## src/rtl/tea_pkg.sv

```systemverilog
package tea_pkg;

    localparam int ROUNDS_DEF = 32;
    localparam logic [31:0] DELTA = 32'h9E37_79B9;

    localparam int WORD_W    = 32;
    localparam int NUM_KEYS  = 4;
    localparam int CFG_IDX_W = 3;

    // Configuration register indexes
    localparam logic [CFG_IDX_W-1:0] KEY_WORD0 = 3'd0;
    localparam logic [CFG_IDX_W-1:0] KEY_WORD1 = 3'd1;
    localparam logic [CFG_IDX_W-1:0] KEY_WORD2 = 3'd2;
    localparam logic [CFG_IDX_W-1:0] KEY_WORD3 = 3'd3;

    typedef logic [WORD_W-1:0] t_word;
    typedef logic [NUM_KEYS-1:0][WORD_W-1:0] t_keys;

    // One item in flight through the round pipeline
    typedef struct packed {
        logic  valid;
        logic  dir;
        t_word y;
        t_word z;
    } t_stage;

    function automatic t_word mix_word(t_word x, t_word s, t_word ka, t_word kb);
        t_word hi;
        t_word lo;
        hi = (x << 4) + ka;
        lo = (x >> 5) + kb;
        return hi ^ (x + s) ^ lo;
    endfunction

endpackage

```

## src/rtl/tea_stage.sv

```systemverilog
// One half-round: updates one word of the block and registers the pair.
module tea_stage #(
    parameter int ROUNDS = tea_pkg::ROUNDS_DEF,
    parameter int STAGE  = 0
) (
    input  logic            i_clk,
    input  logic            i_rst_n,
    input  logic            i_en,
    input  tea_pkg::t_keys  i_keys,
    input  tea_pkg::t_stage i_stage,
    output tea_pkg::t_stage o_stage
);

    localparam int RND = STAGE / 2;
    localparam logic SECOND = 1'((STAGE % 2) == 1);
    localparam logic [63:0] PROD_ENC = 64'(tea_pkg::DELTA) * 64'(RND + 1);
    localparam logic [63:0] PROD_DEC = 64'(tea_pkg::DELTA) * 64'(ROUNDS - RND);
    localparam tea_pkg::t_word SUM_ENC = PROD_ENC[31:0];
    localparam tea_pkg::t_word SUM_DEC = PROD_DEC[31:0];

    tea_pkg::t_stage r_stage;
    tea_pkg::t_stage n_stage;

    logic           upd_y;
    tea_pkg::t_word src;
    tea_pkg::t_word tgt;
    tea_pkg::t_word sum;
    tea_pkg::t_word ka;
    tea_pkg::t_word kb;
    tea_pkg::t_word f;
    tea_pkg::t_word res;

    // encrypt: y then z; decrypt: z then y
    assign upd_y = (i_stage.dir == SECOND);
    assign src   = upd_y ? i_stage.z : i_stage.y;
    assign tgt   = upd_y ? i_stage.y : i_stage.z;
    assign ka    = upd_y ? i_keys[0] : i_keys[2];
    assign kb    = upd_y ? i_keys[1] : i_keys[3];
    assign sum   = i_stage.dir ? SUM_DEC : SUM_ENC;
    assign f     = tea_pkg::mix_word(src, sum, ka, kb);
    assign res   = i_stage.dir ? (tgt - f) : (tgt + f);

    always_comb begin
        n_stage       = i_stage;
        n_stage.y     = upd_y ? res : i_stage.y;
        n_stage.z     = upd_y ? i_stage.z : res;
    end

    always_ff @(posedge i_clk) begin
        if (!i_rst_n) begin
            r_stage.valid <= 1'b0;
        end else if (i_en) begin
            r_stage <= n_stage;
        end
    end

    assign o_stage = r_stage;

endmodule

```

## config.mk

```make
export PLATFORM = sky130hd
export DESIGN_NAME = tea_stage
export DESIGN_NICKNAME = d
export VERILOG_FILES = /design/src/rtl/tea_pkg.sv /design/src/rtl/tea_stage.sv
export SDC_FILE = /design/constraint.sdc
export NUM_CORES = 1
export LEC_CHECK = 0
export ABC_CLOCK_PERIOD_IN_PS = 8790
export BUFFER_PORTS_ARGS = -buffer_cell sky130_fd_sc_hd__buf_2
export CAP_MARGIN = 20
export CORE_UTILIZATION = 40
export CTS_CLUSTER_SIZE = 8
export DETAILED_ROUTE_END_ITERATION = 16
export HOLD_SLACK_MARGIN = 0.08
export SLEW_MARGIN = 20
export SYNTH_ARGS = -nofsm -noshare
export SYNTH_HDL_FRONTEND = slang
export SYNTH_SLANG_ARGS = --single-unit
```

## constraint.sdc

```tcl
create_clock -name i_clk -period 8.79 [get_ports i_clk]
set_input_delay 1.758 -clock i_clk [delete_from_list [all_inputs] [get_ports i_clk]]
set_output_delay 1.758 -clock i_clk [all_outputs]
set_load 0.005 [all_outputs]
```

==> results of run 1 <==
[final timing paths]
| kind | end | slack [ns] | cells after the start | startpoint |
|---|---|---|---|---|
| max | o_stage[60] | 0.54 | 26 | i_stage[64] |
| min | o_stage[65] | 0.51 | 2 | o_stage[65] |
| max reg2reg | o_stage[65] | 8.20 | 2 | o_stage[65] |
| min reg2reg | o_stage[65] | 0.51 | 2 | o_stage[65] |
[per-layer routing]
| layer | up-vias | global-route usage | share of wire |
|---|---|---|---|
| li1 | 5549 | - | - |
| met1 | 5173 | 0.412 | 0.50 |
| met2 | 489 | 0.373 | 0.41 |
| met3 | 18 | 0.0236 | 0.082 |
| met4 | 0 | 0.0411 | 0.0067 |
| met5 | - | 0 | 0 |
[synthesized netlist by cell type (all sizes together), types with 6 or more instances]
library cell / number
nand3: 23
nand2: 182
or3: 8
mux2: 91
nand2b: 9
a31oi: 17
and2: 12
clkbuf: 28
o31ai: 7
nor4: 8
and3: 13
nor2b: 15
nand4: 16
a211o: 8
nor3: 28
o22ai: 10
o21a: 14
a211oi: 12
mux2i: 8
xor2: 41
nor2: 96
edfxtp: 65
xnor2: 137
o21bai: 21
xnor3: 12
buf: 19
o21ai: 76
nor3b: 6
a21oi: 118
or2: 9
inv: 37
a21o: 50
ha: 92
[cell families (layout without fill, tap and decap cells)]
logic type | after synthesis | in the layout | share of synthesized area
and+or+nand+nor | 449 | 449 | 0.194
xor gates and xnor gates | 191 | 191 | 0.167
DFF | 66 | 66 | 0.177
buffers and inverters | 85 | 330 | 0.0302
adders and majority gates | 95 | 95 | 0.108
AOI/OAI and AO/OA | 391 | 391 | 0.226
other | 0 | 4 | 0
muxes | 99 | 99 | 0.0989
[tightest hold or removal path: cells and delay by family, from the launching register on]
family	cells	cell delay, ns
flops	1	0.32
simple gates	1	0.09
mux	1	0.07
[power breakdown]
part	switching, µW	internal, µW	total, µW	leakage, µW
clock	133	278	411	0.000163
sequential	16.5	488	505	0.000611
combinational	1460	1110	2560	0.00517
total	1610	1870	3480	0.00594
[area by class of cell]
class                      instances  area share
multi-input combinational       1225       0.670
sequential                        66       0.149
clock inverter                     6     0.00867
timing repair buffer             276       0.109
inverter                          38      0.0107
antenna                            4    0.000754
tap                              372      0.0351
clock buffer                      10      0.0172
[repair_timing]
action	4_1_cts	5_1_grt
setup endpoints to repair	0	1
gates resized for setup	0	2
setup buffers	0	0
hold endpoints to repair	0	0
[through the flow]
step	power [µW]	cell area (µm²)	util	cells	hold WS, ns
after floorplan	2410	11200	-	1376	0.507
after detailed placement	3010	12900	0.475	1977	0.508
final	3480	13300	0.488	1997	0.514
after global placement	3000	12900	0.475	1977	0.498
after global routing	3760	13300	0.488	1997	0.581
after CTS	3440	13300	0.488	1993	0.525
==> summary.md, run 1 <==
| Metric | Value |
|---|---|
| Critical path data required time | `8.87 ns` |
| Bufs on Longest Clock Path | `2` |
| Number of levels the H-tree was split into | `3` |
| Remaining global-route overflow | `0` |
| Final worst setup slack | `0.542 ns` |
| Sum of buffers and inverters on the critical path | `2` |
| I/O Buffers | `262` |
| Slew HR | `0.455` |
| Detailed-route DRC error count | `0` |
| Synth cell types | `84` |
| Worst Tran Pin Value | `0.817 ns` |
| Routed WL | `37500 µm` |
| Largest cells by area after synthesis | `edfxtp_1 17%, xnor2_1 11%, ha_1 10%` |
| Family with the most delay on the worst path | `compound AO/OA/AOI/OAI gates` |
| Multi-input logic area | `0.00889 mm²` |
| DR vias/cell | `5.62` |
| Most common library cell in the layout ignoring fill and taps | `buf_2` |
| Critical path fanouts, max | `45` |
| Per-instance average area after synthesis | `8.12 µm²` |
| P per Cell Area | `262 mW/mm²` |
| Commonest cells after routing, fill and taps aside | `261 x buf_2, 181 x nand2_1, 136 x xnor2_1` |
| Global-route wire length before repair | `57600 µm` |
| Fraction of layout instances using a drive strength above 1 | `0.258` |
| Cell count after synthesis | `1376` |
| Reg area | `0.00197 mm²` |
| Cell repeated most along the worst path | `a21oi_1` |
| Sequential element share of the synthesized area | `0.177` |
| Routed via count | `11200` |
| Number of global-route vias before repair | `10200` |
| 1st-iter DRT viols | `1173` |
| Endpoint kind of the worst setup timing path | `flip-flop` |
| Fraction of synthesized cell area taken by the top area cell type | `0.175` |
| Cell type of the slowest stage on the worst timing path | `or4b_4` |
| IR Drop Worst-Case VDD | `0.000120 V` |
| TritonCTS sink count | `66` |
| DRT antenna net count | `0` |
| Post-synthesis instance area | `0.0112 mm²` |
| Crit path arrival time | `8.33 ns` |
| DIE AREA | `0.0286 mm²` |
| Pre-CTS setup slack | `0.207 ns` |
| Number of synthesized register bits | `66` |
| Drt wl/cell | `18.8 µm` |
| Pin count of the biggest net entering global routing | `66` |
| Number of slew-limit violations in the final report | `0` |
| Net count after synthesis | `1668` |
| Outcome | `complete, no violations` |
| Die Y-Extent | `169 µm` |
| Total leakage power | `0.00594 µW` |
| Rows | `60` |
| Starting density of the core | `0.411` |
| Delay of the slowest cell on the worst path | `0.58 ns` |
| Master cell of the clock root buffer | `clkbuf_16` |
| Number of antenna violations at the first check in global routing | `4` |
| Area growth from synthesis to layout | `18.8%` |
| Length of the first detailed-routing pass in iterations | `7` |
| FFs w/ async S/R, synth | `0` |
| Count of synthesis-stage warnings from yosys | `0` |
| Hold crit path type | `flip-flop to flip-flop` |
| CTS tree | `built` |
| Number of top-level pins | `263` |
| Setup repair after global routing missed its margin | `false` |
| Clk slew on worst S/H paths | `0.06 ns` |
| Clk_skew | `0 ns` |
| Die outline width | `169 µm` |
| Total core area | `0.0272 mm²` |
| Global placement routability congestion | `0.942` |
| Clk Latency, worst-skew pair | `0.32 ns` |
| Worst setup path class | `input port to flip-flop` |
| Post-route clock period utilization | `0.938` |
| Upper clock frequency limit | `0.121 GHz` |
| Max reg flops | `66` |
| Final hold violation count | `0` |
| Final HPWL from detailed placement | `31200 µm` |
| Number of buffers created by CTS | `9` |
| Number of max-cap violations | `0` |
| Post-synth EDFFs | `65` |
| Kind of start point of the critical path | `input port` |
| Library cell occupying the most area in the post-synthesis netlist | `edfxtp_1` |
| Leading register cell type out of synthesis | `edfxtp_1` |
| Setup TNS | `0 ns` |
| Overall Global Routing Usage | `0.258` |
| Setup Viol. Count Final | `0` |
| Final critical-path required period | `8.25 ns` |
| CTS Hold Buffers Added | `0` |
| Fill cell total of the finished layout | `2740` |
| Post-layout net count | `1908` |
Note: power is estimated with default switching activity, not from simulation.
==> run 2: changes to the inputs <==
--- a/config.mk
+++ b/config.mk
@@ -5,6 +5,7 @@
 export SDC_FILE = /design/constraint.sdc
 export NUM_CORES = 1
 export LEC_CHECK = 0
+export ABC_AREA = 1
 export ABC_CLOCK_PERIOD_IN_PS = 8790
 export BUFFER_PORTS_ARGS = -buffer_cell sky130_fd_sc_hd__buf_2
 export CAP_MARGIN = 20
==> run 2 against run 1 <==
Clock skew is the same; via count up 50%; count of clock-buffer cells in the layout up 1; register-to-register slack got worse by 0.03 ns; wire length increased by 53%; combinational power shrank 19%; largest cell class unchanged.
==> summary.md, run 2 <==
| Metric | Value |
|---|---|
| Outcome | `complete, no violations` |
| Clk slew on worst S/H paths | `0.06 ns (about the same)` |
| Detailed-route DRC error count | `0 (unchanged)` |
| Number of synthesized register bits | `66 (unchanged)` |
| Portion of total power attributed to the clock network | `0.120 (+0.002)` |
| Cell repeated most along the worst path | `nand2_1` |
| Number of antenna violations at the first check in global routing | `0 (-4)` |
| Post-synthesis instance area | `0.0137 mm² (+22%)` |
| Crit path arrival time | `8.13 ns (-0.20 ns)` |
| Library cell occupying the most area in the post-synthesis netlist | `nand2_1` |
| Final critical-path required period | `8.04 ns (-0.206 ns)` |
| WL met2 | `25500 µm (+66%)` |
| 1st-iter DRT viols | `1322 (+13%)` |
| Net switching share of the total power | `0.527 (+0.0647)` |
| Post-layout net count | `3059 (+60%)` |
| DR vias/cell | `5.23 (-7.0%)` |
| Part of the power in registers | `0.158 (+0.013)` |
| CTS Hold Buffers Added | `0 (unchanged)` |
| Number of slew-limit violations in the final report | `0 (unchanged)` |
| DRT antenna net count | `0 (unchanged)` |
| CTS tree | `built` |
| Hold crit path type | `flip-flop to flip-flop` |
| Master cell of the clock root buffer | `clkbuf_16` |
| Total core area | `0.0336 mm² (+24%)` |
| Critical path fanouts, max | `60 (+33%)` |
| Antenna diode count | `0 (-4)` |
| Most common cell in the synthesized netlist | `nand2_1` |
| Die outline width | `187 µm (+11%)` |
| Final hold violation count | `0 (unchanged)` |
| Number of buffers created by CTS | `9 (unchanged)` |
| Upper clock frequency limit | `0.124 GHz (+2.6%)` |
| Slew HR | `0.335 (-0.121)` |
| Top Metal Used | `met4` |
| Cell type of the slowest stage on the worst timing path | `buf_4` |
| Overall Global Routing Usage | `0.322 (+0.0643)` |
| Synth cell types | `51 (-39%)` |
| Number of global-route vias before repair | `15600 (+53%)` |
| Fraction of synthesized cell area taken by the top area cell type | `0.291 (+0.116)` |
| Area of all placed cells without fillers | `0.0158 mm² (+19%)` |
| Relative contribution of combinational cells to total power | `0.721 (-0.016)` |
| Global placement routability congestion | `1.06 (+12%)` |
| Global-route wire length before repair | `86100 µm (+50%)` |
| IR Drop Worst-Case VDD | `0.000155 V (+29%)` |
| Amount of wire on met3 after detailed routing | `3890 µm (+27%)` |
| Endpoint kind of the worst setup timing path | `flip-flop` |
| Non-filler cells, final | `3220 (+61%)` |
| Sw Pwr | `1520 µW (-5.6%)` |
| List of most frequent post-synthesis cells | `1060 x nand2_1, 328 x inv_1, 195 x nand3_1` |
| Clk_skew | `0 ns (unchanged)` |
| Length of the first detailed-routing pass in iterations | `5 (-2)` |
| Total leakage power | `0.00904 µW (+52%)` |
| FFs w/ async S/R, synth | `0 (unchanged)` |
| DIE AREA | `0.0349 mm² (+22%)` |
| Total placed instance area | `0.0155 mm² (+20%)` |
| Number of max-cap violations | `0 (unchanged)` |
| Pwr Total | `2880 µW (-17%)` |
| Routed via count | `16800 (+50%)` |
| Clk Latency, worst-skew pair | `0.33 ns (about the same)` |
| Drt wl/cell | `17.8 µm (-5.3%)` |
| Die Y-Extent | `187 µm (+11%)` |
| Number of levels the H-tree was split into | `3 (unchanged)` |
| Fraction of layout instances using a drive strength above 1 | `0.137 (-0.121)` |
| Critical path data required time | `8.88 ns (about the same)` |
| P per Cell Area | `182 mW/mm² (-31%)` |
| Routed WL | `57300 µm (+53%)` |
| Largest cells by area after synthesis | `nand2_1 29%, edfxtp_1 14%, inv_1 9.0%` |
| Cell-internal power | `1360 µW (-27%)` |
| Setup repair after global routing missed its margin | `false` |
| Delay of the slowest cell on the worst path | `0.53 ns (-0.05 ns)` |
| Post-synth EDFFs | `65 (unchanged)` |
| Sequential element share of the synthesized area | `0.144 (-0.0324)` |
| Post-route clock period utilization | `0.915 (-0.0234)` |
| Worst Tran Pin Value | `0.989 ns (+0.172 ns)` |
| Net count after synthesis | `2803 (+68%)` |
| Per-instance average area after synthesis | `5.45 µm² (-33%)` |
| Leading register cell type out of synthesis | `edfxtp_1` |
| Final HPWL from detailed placement | `50500 µm (+62%)` |
| Pin count of the biggest net entering global routing | `69 (+4.5%)` |
| Area growth from synthesis to layout | `15.7%` |
| Starting density of the core | `0.407 (-0.00412)` |
| Metal-1 WL | `25500 µm (+36%)` |
| Number of top-level pins | `263 (unchanged)` |
| TritonCTS sink count | `66 (unchanged)` |
| Cell count after synthesis | `2511 (+82%)` |
| Final design utilization | `0.471 (-0.0175)` |
| Placed instance count | `3204 (+62%)` |
| Number of buffers inserted to repair setup after CTS | `0 (unchanged)` |
| Setup TNS | `0 ns (unchanged)` |
| Bufs on Longest Clock Path | `2 (unchanged)` |
| Kind of start point of the critical path | `input port` |
| Setup Viol. Count Final | `0 (unchanged)` |
| Rows | `67 (+12%)` |
| Most common library cell in the layout ignoring fill and taps | `nand2_1` |
| Commonest cells after routing, fill and taps aside | `1060 x nand2_1, 327 x inv_1, 261 x buf_2` |
| Count of synthesis-stage warnings from yosys | `0 (unchanged)` |
| Post-CTS sizing | `0 (unchanged)` |
| I/O Buffers | `262 (unchanged)` |
| Max reg flops | `66 (unchanged)` |
| Worst setup path class | `input port to flip-flop` |
| Remaining global-route overflow | `0 (unchanged)` |
## run 2: cell types whose count changed after synthesis, sizes merged, moves of 18 or more
cell / before / now
a21o: 50 / 4
inv: 37 / 339
mux2: 91 / 0
nand2: 182 / 1083
nand3: 23 / 197
nand4: 16 / 41
nor2: 96 / 207
o21ai: 76 / 144
xnor2: 137 / 31
xor2: 41 / 59
## run 2: final cells by class
class                   count  area (µm²)
repair buffers            288        1540
fillers                  3734       17800
inverters                 340        1280
multi-input cells        2062       10200
clock inverters             5        55.1
clock buffers              11         233
flip-flops and latches     66        1970
well taps                 448         561
## run 2: metal layers
layer / up-vias / track usage
met3: 88 / 0.0293
met4: 0 / 0.137
met5: - / 0
met2: 636 / 0.531
met1: 7566 / 0.430
li1: 8540 / -
## run 2: logic make-up (layout without fill, tap and decap cells)
family | after synthesis | after routing | synth area share
XOR/XNOR | 90 | 90 | 0.0576
AO/OA/AOI/OAI | 290 | 290 | 0.116
adder cells (fa/ha/maj) | 95 | 95 | 0.0885
AND/OR/NAND/NOR | 1586 | 1586 | 0.482
buffers and inverters | 383 | 644 | 0.111
flip-flops | 66 | 66 | 0.144
multiplexers | 1 | 1 | 0.000732
## run 2: stage by stage
step                      setup WS (ns)  hold slack (ns)
after floorplan                    1.69            0.525
after global routing              0.145            0.585
after detailed placement          0.474            0.529
after global placement            0.477            0.518
final                             0.747            0.543
after CTS                         0.791            0.538
## run 2: power by group through the flow
stage          combinational (µW)  clock (µW)  sequential [µW]
6_report                     2080         347              456
5_1_grt                      2320         364              461
4_1_cts                      2050         355              457
3_5_place_dp                 2040           0              463
3_3_place_gp                 2030           0              462
2_1_floorplan                1420           0              474
## run 2: final timing paths
path / start / to / slack [ns] / cells after the start
hold / removal: o_stage[65] / o_stage[65] / 0.54 / 2
setup / recovery: i_stage[64] / o_stage[63] / 0.75 / 38
setup reg to reg: o_stage[65] / o_stage[65] / 8.17 / 2
hold reg to reg: o_stage[65] / o_stage[65] / 0.54 / 2
## run 2: worst max-delay path, delay by kind of cell
kind,cells,cell delay (ns)
AOI/OAI and AO/OA,3,0.64
buffers and inverters,8,1.38
and+or+nand+nor,25,3.63
adders and majority gates,2,0.64
